$ cat config.mk
export PLATFORM = sky130hd
export DESIGN_NAME = ais_cell
export DESIGN_NICKNAME = d
export VERILOG_FILES = /design/src/hw/rtl/ais_pkg.sv /design/src/hw/rtl/ais_cell.sv
export SDC_FILE = /design/constraint.sdc
export NUM_CORES = 1
export LEC_CHECK = 0
export ABC_AREA = 1
export BUFFER_PORTS_ARGS = -buffer_cell sky130_fd_sc_hd__buf_4
export CORE_MARGIN = 10
export CORE_UTILIZATION = 35
export CTS_CLUSTER_DIAMETER = 60
export DETAILED_ROUTE_END_ITERATION = 10
export PLACE_DENSITY = 0.69
export SLEW_MARGIN = 0
export SYNTH_ARGS = -nofsm -noshare
export SYNTH_HDL_FRONTEND = slang
export SYNTH_SLANG_ARGS = --single-unit
$ cat constraint.sdc
create_clock -name clk_i -period 3.4 [get_ports clk_i]
set_clock_uncertainty 0.2 [all_clocks]
set_input_delay 0 -clock clk_i [delete_from_list [all_inputs] [get_ports clk_i]]
set_output_delay 0 -clock clk_i [all_outputs]
set_load 0.005 [all_outputs]
$ cat src/hw/rtl/ais_pkg.sv
// Shared constants and types of the ascending integer sorter.
package ais_pkg;

  localparam int unsigned DataWidth       = 32;
  localparam int unsigned DefaultCapacity = 64;

  // Per-cycle command broadcast to every cell of the chain.
  typedef struct packed {
    logic insert;  // place the new value, shift larger values right
    logic shift;   // move every value one cell toward the head
  } ais_ctrl_t;

endpackage

$ cat src/hw/rtl/ais_cell.sv
// One cell of the sorting chain: holds one value, compares and shifts.
module ais_cell (
  input  logic                                clk_i,
  input  ais_pkg::ais_ctrl_t                  ctrl_i,
  input  logic                                occupied_i,
  input  logic signed [ais_pkg::DataWidth-1:0] new_value_i,
  input  logic signed [ais_pkg::DataWidth-1:0] left_value_i,
  input  logic                                left_gt_i,
  input  logic signed [ais_pkg::DataWidth-1:0] right_value_i,
  output logic signed [ais_pkg::DataWidth-1:0] value_o,
  output logic                                gt_o
);
  import ais_pkg::*;

  logic signed [DataWidth-1:0] value_q, value_d;

  // An empty cell counts as larger than anything.
  assign gt_o    = !occupied_i || (value_q > new_value_i);
  assign value_o = value_q;

  always_comb begin
    value_d = value_q;
    if (ctrl_i.insert && gt_o) begin
      value_d = left_gt_i ? left_value_i : new_value_i;
    end else if (ctrl_i.shift) begin
      value_d = right_value_i;
    end
  end

  always_ff @(posedge clk_i) begin
    value_q <= value_d;
  end

endmodule

==> flow_summary_export.csv <==
group,metric,value,unit
routing,routed_wl,9228,um
global_route,grt_max_degree,64,
routing,met2RoutedLength,4638,um
place,dp_hpwl,6915,um
place,placedInstanceArea,3712,um^2
power_and_ir_drop,power-per-cell-area,338.8,nW/um^2
die,rows,31,
die,floorplan.die_area,11510,um^2
clocking,clkTransAtPathRegs,60,ps
die,floorplan.core_area,7331,um^2
sta,final.setup.tns,0,ps
clocking,cts_root_buffer,"clkbuf_8",
worst_setup_path,timing.critical_path.fanout_max,33,
place,gp_routability_congestion,0.7989,
layout,layout.nets,682,
clocking,cts_repair_resize_count,0,
yosys,number_of_enable_flip_flop_cells_after_synthesis,32,
global_route,antenna_violations_before_repair,0,
yosys,synthCells,360,
sta,hold-worst-slack,21.41,ps
clocking,tritoncts,"built",
layout,stdcell_area,4423,um^2
worst_setup_path,path_class,"reg2reg",
routing,avgRoutedWirePerCell,14.22,um
worst_setup_path,worst_setup_path_endpoint,"value_o[17]",
sta,grt_setup_unrepaired,"no",
layout,antenna-diode-count,0,
power_and_ir_drop,ir_worst_vdd,0.1708,mV
clocking,clock_sink_count,32,
global_route,grt_pass1_wl,14810,um
die,top_level_ports,134,
yosys,syn_area_per_cell,7.406,um^2
worst_setup_path,r2r_cells,13,
worst_setup_path,regToRegSetupSlack,340,ps
routing,highest-signal-layer,"met4",
routing,drt_iter0_drc,114,
routing,wirelength_met1,3570,um
yosys,post_synth_num_cell_types,20,
routing,vias_per_cell,4.749,
sta,finalWorstPathRequiredPeriod,3059,ps
die,chipHeight,107.3,um
routing,detailroute.via_count,3082,
sta,relSlewSlack,65.23,%
yosys,synthTopCellsByArea,"edfxtp_1 36%, nand2_1 19%, ha_1 15%",
status,outcome,"completed",
routing,drc,0,
yosys,async_reset_ff_share,0,%
yosys,synth.top_cell.area_share,36.04,%
die,start_util,36.37,%
sta,hold_viol_final,0,
clocking,cts_max_level,2,
worst_setup_path,worst_ep_required_time,3350,ps
global_route,grt_util_all_layers,15.89,%
min_path,hold_class,"in2reg",
yosys,ys_seq_area_share,36.04,%
yosys,netlist_area,2666,um^2
layout,area_grow_syn2layout,65.88,%
routing,first_pass_iters,4,
sta,timing.final.max_slew_violations,0,
yosys,yosysWarnings,0,
global_route,grt_pass1_vias,3185,
yosys,synth-main-ff-cell,"edfxtp_1",
layout,fillerInstances,650,
yosys,synth_most_common_cell,"nand2_1",
worst_setup_path,timing.critical_path.from,"value_o[31]",
worst_setup_path,crit_path_end_kind,"flip-flop",
job,cap_viol_max_count,0,
sta,setup_violations,0,
sta,worst_margin_pin_slew,521.6,ps
clocking,cts-root-to-sink-buffers,2,
worst_setup_path,end_of_the_worst_register_to_register_path,"value_o[17]",
worst_setup_path,worstPathArrival,3010,ps
yosys,synth.net_count,493,
layout,max_reg_flops,32,
layout,final_layout_size_suffix_gt1_share,26.73,%
sta,final.period_utilization,89.97,%
worst_setup_path,r2r-start,"value_o[31]",
global_route,overflow,0,
yosys,synth.top_cells.by_count,"135 x nand2_1, 42 x inv_1, 35 x nand3_1",
die,die_width,107.3,um
worst_setup_path,setup.worst_path.start_class,"flip-flop",
clocking,cts-buffers-inserted,5,
sta,maxClockFrequency,0.3269,GHz
yosys,post-synth-top-area-cell,"edfxtp_1",
routing,drt.antenna.violating_nets,0,
routing,detailroute.wirelength.met3,877,um
place,buffer_ports.inserted,133,
yosys,ys_ff_latch,32,
layout,layout.core_utilization,60.33,%
clocking,worstSkewPairLatency,280,ps
power_and_ir_drop,p_leak,2.339,nW
[cell type report]
type / instances / area (um^2) / share of cell area (%)
Clock buffer: 7 / 76.32 / 1.726
Clock inverter: 1 / 3.754 / 0.08487
Inverter: 42 / 157.7 / 3.564
Multi-Input combinational cell: 269 / 1449 / 32.76
Sequential cell: 32 / 960.9 / 21.73
Tap cell: 99 / 123.9 / 2.801
Timing Repair Buffer: 199 / 1652 / 37.34
[power breakdown]
part	internal, W	switching, W
combinational	0.000363	0.000306
sequential	0.000520	0.0000361
clock	0.000142	0.000132
total	0.00102	0.000474
[worst min path at each step]
| stage | startpoint | endpoint | slack (ps) | depth (start not counted) |
|---|---|---|---|---|
| final | left_value_i[11] | value_o[11] | 20 | 5 |
| after global routing | left_value_i[11] | value_o[11] | 70 | 5 |
| after CTS | left_value_i[11] | value_o[11] | 20 | 5 |
| after detailed placement | right_value_i[24] | value_o[24] | 70 | 3 |
| after global placement | right_value_i[25] | value_o[25] | 70 | 3 |
| after floorplan | right_value_i[0] | value_o[0] | -20 | 2 |
[layer usage]
layer / track usage (%) / up-vias
met5: 0 / -
met3: 5.389 / 12
met1: 16.91 / 1388
met4: 5.222 / 0
li1: - / 1561
met2: 28.66 / 121
[cells in the final DEF, fill, tap and decap left out, types with 9 or more instances in the layout]
cell           Yosys  layout
ha_1              32      32
o21ai_0           33      33
nor2_1             9       9
edfxtp_1          32      32
a21oi_1           14      14
nand2_1          135     135
inv_1             42      42
dlygate4sd3_1      0      63
nand3_1           35      35
buf_4              3     136
[through the flow]
stage	cells	setup WS (ps)	power, W
after floorplan	360	388.4	0.0008620
after global placement	578	647.1	0.001108
after detailed placement	578	598.4	0.001127
after CTS	649	323.9	0.001510
after global routing	649	36.13	0.001619
final	649	341.2	0.001499
[cell families (layout without fill, tap and decap cells)]
| logic type | count (synthesis) | after routing | share of synthesized area (%) |
|---|---|---|---|
| simple gates | 186 | 186 | 29.24 |
| buf+inv | 59 | 249 | 9.620 |
| compound gates | 50 | 50 | 9.667 |
| fa+ha+maj | 32 | 32 | 15.02 |
| flops | 32 | 32 | 36.04 |
| mux | 1 | 1 | 0.4223 |
[worst max-delay path, stage by stage (launching register included)]
cell and delay [ps]:
edfxtp_1 390, ha_1 360, nand2_1 100, nor2_2 120, nand2_1 110, nor3b_2 180
nand2_1 80, nand3_1 80, nand3_2 100, nand2_4 80, buf_4 340, nand3_1 150
nand2_1 90, dlygate4sd3_1 540
[what timing repair did]
item | CTS | global route
hold buffers | 63 | 0
hold endpoints to repair | 32 | 0
buffers inserted | 0 | 0
Power figures use the tool's default switching activity.
